### config.mk
export PLATFORM = sky130hd
export DESIGN_NAME = i8mvm_cell
export DESIGN_NICKNAME = d
export VERILOG_FILES = /design/src/design/i8mvm_pkg.sv /design/src/design/i8mvm_cell.sv
export SDC_FILE = /design/constraint.sdc
export NUM_CORES = 2
export LEC_CHECK = 0
export ABC_AREA = 1
export BUFFER_PORTS_ARGS = -buffer_cell sky130_fd_sc_hd__buf_4
export CORE_MARGIN = 2
export CORE_UTILIZATION = 47
export DETAILED_ROUTE_END_ITERATION = 16
export GPL_ROUTABILITY_DRIVEN = 1
export PLACE_DENSITY_LB_ADDON = 0.3
export SETUP_SLACK_MARGIN = 0.1
export SYNTH_ARGS = -nofsm -noshare
export SYNTH_HDL_FRONTEND = slang
export SYNTH_SLANG_ARGS = --single-unit
### constraint.sdc
create_clock -name clock -period 9.56 [get_ports clock]
set_input_delay 0.478 -clock clock [delete_from_list [all_inputs] [get_ports clock]]
set_output_delay 0.478 -clock clock [all_outputs]
set_load 0.01 [all_outputs]
### src/design/i8mvm_pkg.sv
package i8mvm_pkg;

   localparam int MAX_COLUMNS = 16;
   localparam int MAX_DEPTH   = 256;

   // column number, weight address, column count, element position
   localparam int COL_W    = (MAX_COLUMNS > 1) ? $clog2(MAX_COLUMNS) : 1;
   localparam int DEPTH_AW = (MAX_DEPTH > 1) ? $clog2(MAX_DEPTH) : 1;
   localparam int CNT_W    = $clog2(MAX_COLUMNS + 1);
   localparam int PCNT_W   = $clog2(MAX_DEPTH + 1);

   localparam logic [4:0] COLS_RESET = 5'd16;

   // one beat travelling down the cell chain
   typedef struct packed {
      logic                valid;
      logic                wr;        // weight write
      logic                mac;       // accumulate this element
      logic                last;      // row end: capture and clear
      logic [COL_W-1:0]    column;
      logic [DEPTH_AW-1:0] position;
      logic signed [7:0]   value;
      logic [CNT_W-1:0]    ncols;
   } token_type;

endpackage

### src/design/i8mvm_cell.sv
module i8mvm_cell
   import i8mvm_pkg::*;
(
   input  logic               clock,
   input  logic               reset,
   input  logic [COL_W-1:0]   cell_index,
   input  token_type          tok_i,
   output token_type          tok_o,
   input  logic               shift,
   input  logic signed [31:0] sum_next_i,
   output logic signed [31:0] sum_o,
   output logic               row_done_o
);

   logic signed [7:0]  mem [MAX_DEPTH];
   logic signed [7:0]  rd_ff;
   token_type          tok_ff;
   token_type          s2_ff;
   logic signed [31:0] acc_ff, acc_in;
   logic signed [31:0] sum_ff, sum_in;
   logic signed [31:0] acc_sum;
   logic signed [15:0] prod;
   logic               active;
   logic               wr_en;

   assign wr_en = tok_ff.valid && tok_ff.wr && (tok_ff.column == cell_index);

   // weight column store, registered read
   always_ff @(posedge clock) begin
      if (wr_en) begin
         mem[tok_ff.position] <= tok_ff.value;
      end
      rd_ff <= mem[tok_ff.position];
   end

   always_ff @(posedge clock) begin
      if (reset) begin
         tok_ff <= '0;
         s2_ff  <= '0;
      end else begin
         tok_ff <= tok_i;
         s2_ff  <= tok_ff;
      end
   end

   always_comb begin
      active  = s2_ff.valid && (CNT_W'(cell_index) < s2_ff.ncols);
      prod    = 16'(s2_ff.value) * 16'(rd_ff);
      acc_sum = acc_ff;
      if (active && s2_ff.mac) begin
         acc_sum = acc_ff + {{16{prod[15]}}, prod};
      end
      sum_in = sum_ff;
      if (s2_ff.valid && s2_ff.last) begin
         sum_in = acc_sum;
         acc_in = '0;
      end else begin
         acc_in = acc_sum;
         if (shift) begin
            sum_in = sum_next_i;
         end
      end
   end

   always_ff @(posedge clock) begin
      if (reset) begin
         acc_ff <= '0;
      end else begin
         acc_ff <= acc_in;
      end
   end

   always_ff @(posedge clock) begin
      sum_ff <= sum_in;
   end

   assign tok_o      = tok_ff;
   assign sum_o      = sum_ff;
   assign row_done_o = s2_ff.valid && s2_ff.last;

endmodule

==> impl_results.md <==
* Register area share after synthesis at 74.0%
* Switching part of the total at 22.4%
* CTS H-tree depth at 4
* Via Count at 54000
* CTS tree: yes
* Ant. Diodes at 0
* Pint at 15.5 mW
* First-pass GRT wire length at 342 mm
* Final setup viols at 0
* Post-synthesis adder-cell area fraction at 2.20%
* DP Area at 0.0900 sq mm
* Ys Warns at 0
* Cell area power density at 204 mW/mm^2
* Synth unique cells at 40
* Commonest cells in the netlist: edfxtp_1 (2080), nand2_1 (1719), a22oi_1 (913), nor2_1 (537), inv_1 (294)
* Hold Path Origin: reset
* Starting Density at 47.3%
* Gate power share at 5.5%
* Critical Path Source Type: register
* Max-Cap Viols at 0
* Fmax at 0.154 GHz
* # Post-CTS Setup Buffers at 0
* Final hold vios at 0
* CP arrival at 7.05 ns
* Area of the core at 0.183 sq mm
* Worst Skew at 0.0562 ns
* Post-DP HPWL at 131 mm
* Highest routed layer: met5
* DIE HEIGHT at 433 um
* Top cell type's share of synthesized area at 72.1%
* Register Area at 0.0642 sq mm
* Crit path max-delay family: adder cells
* WS Path Type: register to register
* Largest stage delay, worst path at 0.74 ns
* Slowest cell on crit path: fa_1
* Ys async rst share at 0%
* Synth area leader: edfxtp_1
* Crit path max fanout at 16
* Worst R2R Path Depth at 26
* Buffers added on ports at 129
* Largest family of logic cells by synthesized area: simple AND/OR/NAND/NOR gates
* Net count after synthesis at 6749
* # DRC at 0
* Clk root buf: clkbuf_16
* Cell with the most instances after synthesis: edfxtp_1
* Fin crit period at 6.49 ns
* Clk_lat worst skew at 0.85 ns
* Cell area after layout at 0.0977 sq mm
* Tightest Pin Transition at 1.17 ns
* Worst EP required at 10.13 ns
* Fin nets at 6871
* Via/cell ratio at 5.79
* Routed wl met3 at 20.6 mm
* Multi-input gate area at 0.0199 sq mm
* Outcome: completed
* Worst-path clk slew at 0.06 ns
* Mapped Avg Cell Area at 13.2 sq um
* Row Count at 157
* IO Pins at 130
* Met1 Routed Length at 92.4 mm
* Mux cell area share after synthesis at 0.0231%
* Max Slew Vio Count at 0
* EDFF count, synth at 2080
* Synth Register Bits at 2165
* Worst Hold Class: input port to register
* Crit path top cell by count: nand2_1
* Total wire length at 232 mm
* Worst r2r src: rd_ff[2]$_DFF_P_
* Hold Path Stages at 2
* Critical path buffers and inverters at 4
* Initial antenna violation count at 5
* Sw Pwr at 4.48 mW
* Lkg Pwr at 37.3 nW
* GRT Overall Usage at 24.4%
* CP endpoint kind: register
* Most frequently used flop master after synthesis: edfxtp_1
* Post-route ant nets at 0
* Seq pwr share at 52.4%
* Routability cong. at 0.859
* Final TNS setup at 0 ns
* CTS Buffer Depth at 3
* Post-DR wirelength/cell at 24.9 um
* Fill cells at 15100
* Final worst-path cycle share at 67.8%
* DR pass1 iterations at 7
* Die ar. at 0.188 sq mm
* Relative slew margins at 21.9%
* Hold endpoint: tok_o[22]$_SDFF_PP0_
* Vias in the first global route at 52800
* Post-synthesis compound-gate area fraction at 9.19%
* CTS resizes at 0
* R2r endpoint: sum_o[30]$_DFFE_PP_
* Synth Area in XOR/XNOR at 0.212%
* Area contributors post-synth: edfxtp_1 (72%), a22oi_1 (7.9%), nand2_1 (7.4%)
* Pin count of the biggest net entering global routing at 206
* RSZ-0062 raised after global routing: no
* VDD IR max at 185 uV
* Area Overhead vs Synth at 12.7%
* CTS buffer count at 212
* Clk network pwr share at 42.1%
* Layout cells sized above 1 at 8.12%
* Cell Area, Synth at 0.0866 sq mm
* Die X at 433 um
* Post-synthesis simple-gate area fraction at 11.2%
* DRT iter0 DRCs at 6133
* DR WL met2 at 111 mm
* Gate Count Post-Synth at 6562
* Setup slack, reg-to-reg at 3.07 ns
* Clock tree sinks at 2165
* Total gr overflow at 0
## worst register-to-register path, delay by kind of cell, from the launching register on
kind                     cells  cell delay (ns)
adder cells (fa/ha/maj)      6             2.96
flip-flops                   1             0.49
AND/OR/NAND/NOR             10             0.98
buffers and inverters        4             0.66
AO/OA/AOI/OAI                6             1.14
## cell usage in the layout (no fill, tap or decap), drive strengths merged, types with 84 or more instances in the layout
| cell type | instances |
|---|---|
| clkinv | 94 |
| edfxtp | 2080 |
| a22oi | 913 |
| inv | 309 |
| dfxtp | 85 |
| clkbuf | 266 |
| o21ai | 119 |
| nand3 | 84 |
| nand2 | 1719 |
| buf | 200 |
| nand4 | 100 |
| nor2 | 538 |
## cells by family (layout without fill, tap and decap cells)
kind of cell             count (synthesis)  in the layout
buffers and inverters                  656            962
AO/OA/AOI/OAI                         1123           1123
XOR/XNOR                                21             21
flip-flops                            2165           2165
multiplexers                             2              2
AND/OR/NAND/NOR                       2476           2476
adder cells (fa/ha/maj)                119            119
## through the flow
stage / worst slack, ns / utilization, % / cells / hold slack (ns) / power (mW)
floorplan: 3.86 / - / 6562 / 0.447 / 11.3
global placement: 3.14 / 49.2 / 8873 / 0.417 / 11.7
detailed placement: 3.08 / 49.2 / 8873 / 0.428 / 11.7
CTS: 3.06 / 53.4 / 9332 / 0.161 / 20.0
global route: 2.47 / 53.4 / 9332 / 0.188 / 20.5
finish: 3.07 / 53.4 / 9332 / 0.181 / 20.0
## layer usage
metal	GRT usage, %	vias to the layer above
li1	-	24100
met2	39.2	2529
met3	4.61	405
met4	8.96	4
met1	33.2	26900
met5	0	-
## sequential cells by signal, summed over array words and instances (netlist names)
register	count
acc_ff	32
s2_ff	16
sum_o	32
rd_ff	8
tok_o	29
mem	2048
## power groups by stage
stage	clock [mW]	combinational [mW]	sequential, mW
detailed placement	0	1.07	10.7
global placement	0	1.05	10.7
finish	8.40	1.10	10.5
CTS	8.49	1.09	10.5
global route	8.84	1.19	10.5
floorplan	0	0.602	10.7
## layout make-up
class	instances	area share (%)
inverter	303	1.18
tap	2464	3.16
clock buffer	266	5.83
clock inverter	132	1.40
multi-input combinational	3741	20.3
timing repair buffer	261	2.37
sequential	2165	65.7
## how the worst max path moves through the flow
| stage | from | end | slack, ns | cells past startpoint |
|---|---|---|---|---|
| after floorplan | rd_ff[2]$_DFF_P_ | sum_o[29]$_DFFE_PP_ | 3.86 | 29 |
| after global placement | rd_ff[2]$_DFF_P_ | sum_o[31]$_DFFE_PP_ | 3.14 | 28 |
| after detailed placement | rd_ff[2]$_DFF_P_ | sum_o[29]$_DFFE_PP_ | 3.08 | 28 |
| after CTS | rd_ff[2]$_DFF_P_ | sum_o[30]$_DFFE_PP_ | 3.06 | 26 |
| after global routing | rd_ff[2]$_DFF_P_ | sum_o[29]$_DFFE_PP_ | 2.47 | 28 |
| final | rd_ff[2]$_DFF_P_ | sum_o[30]$_DFFE_PP_ | 3.07 | 26 |
## what timing repair did
item                                    in CTS  in global routing
hold endpoints to repair                    61                  0
hold buffers                                61                  0
endpoints found under the setup margin       0                  0
No activity file was read; power rests on OpenSTA's default activity.
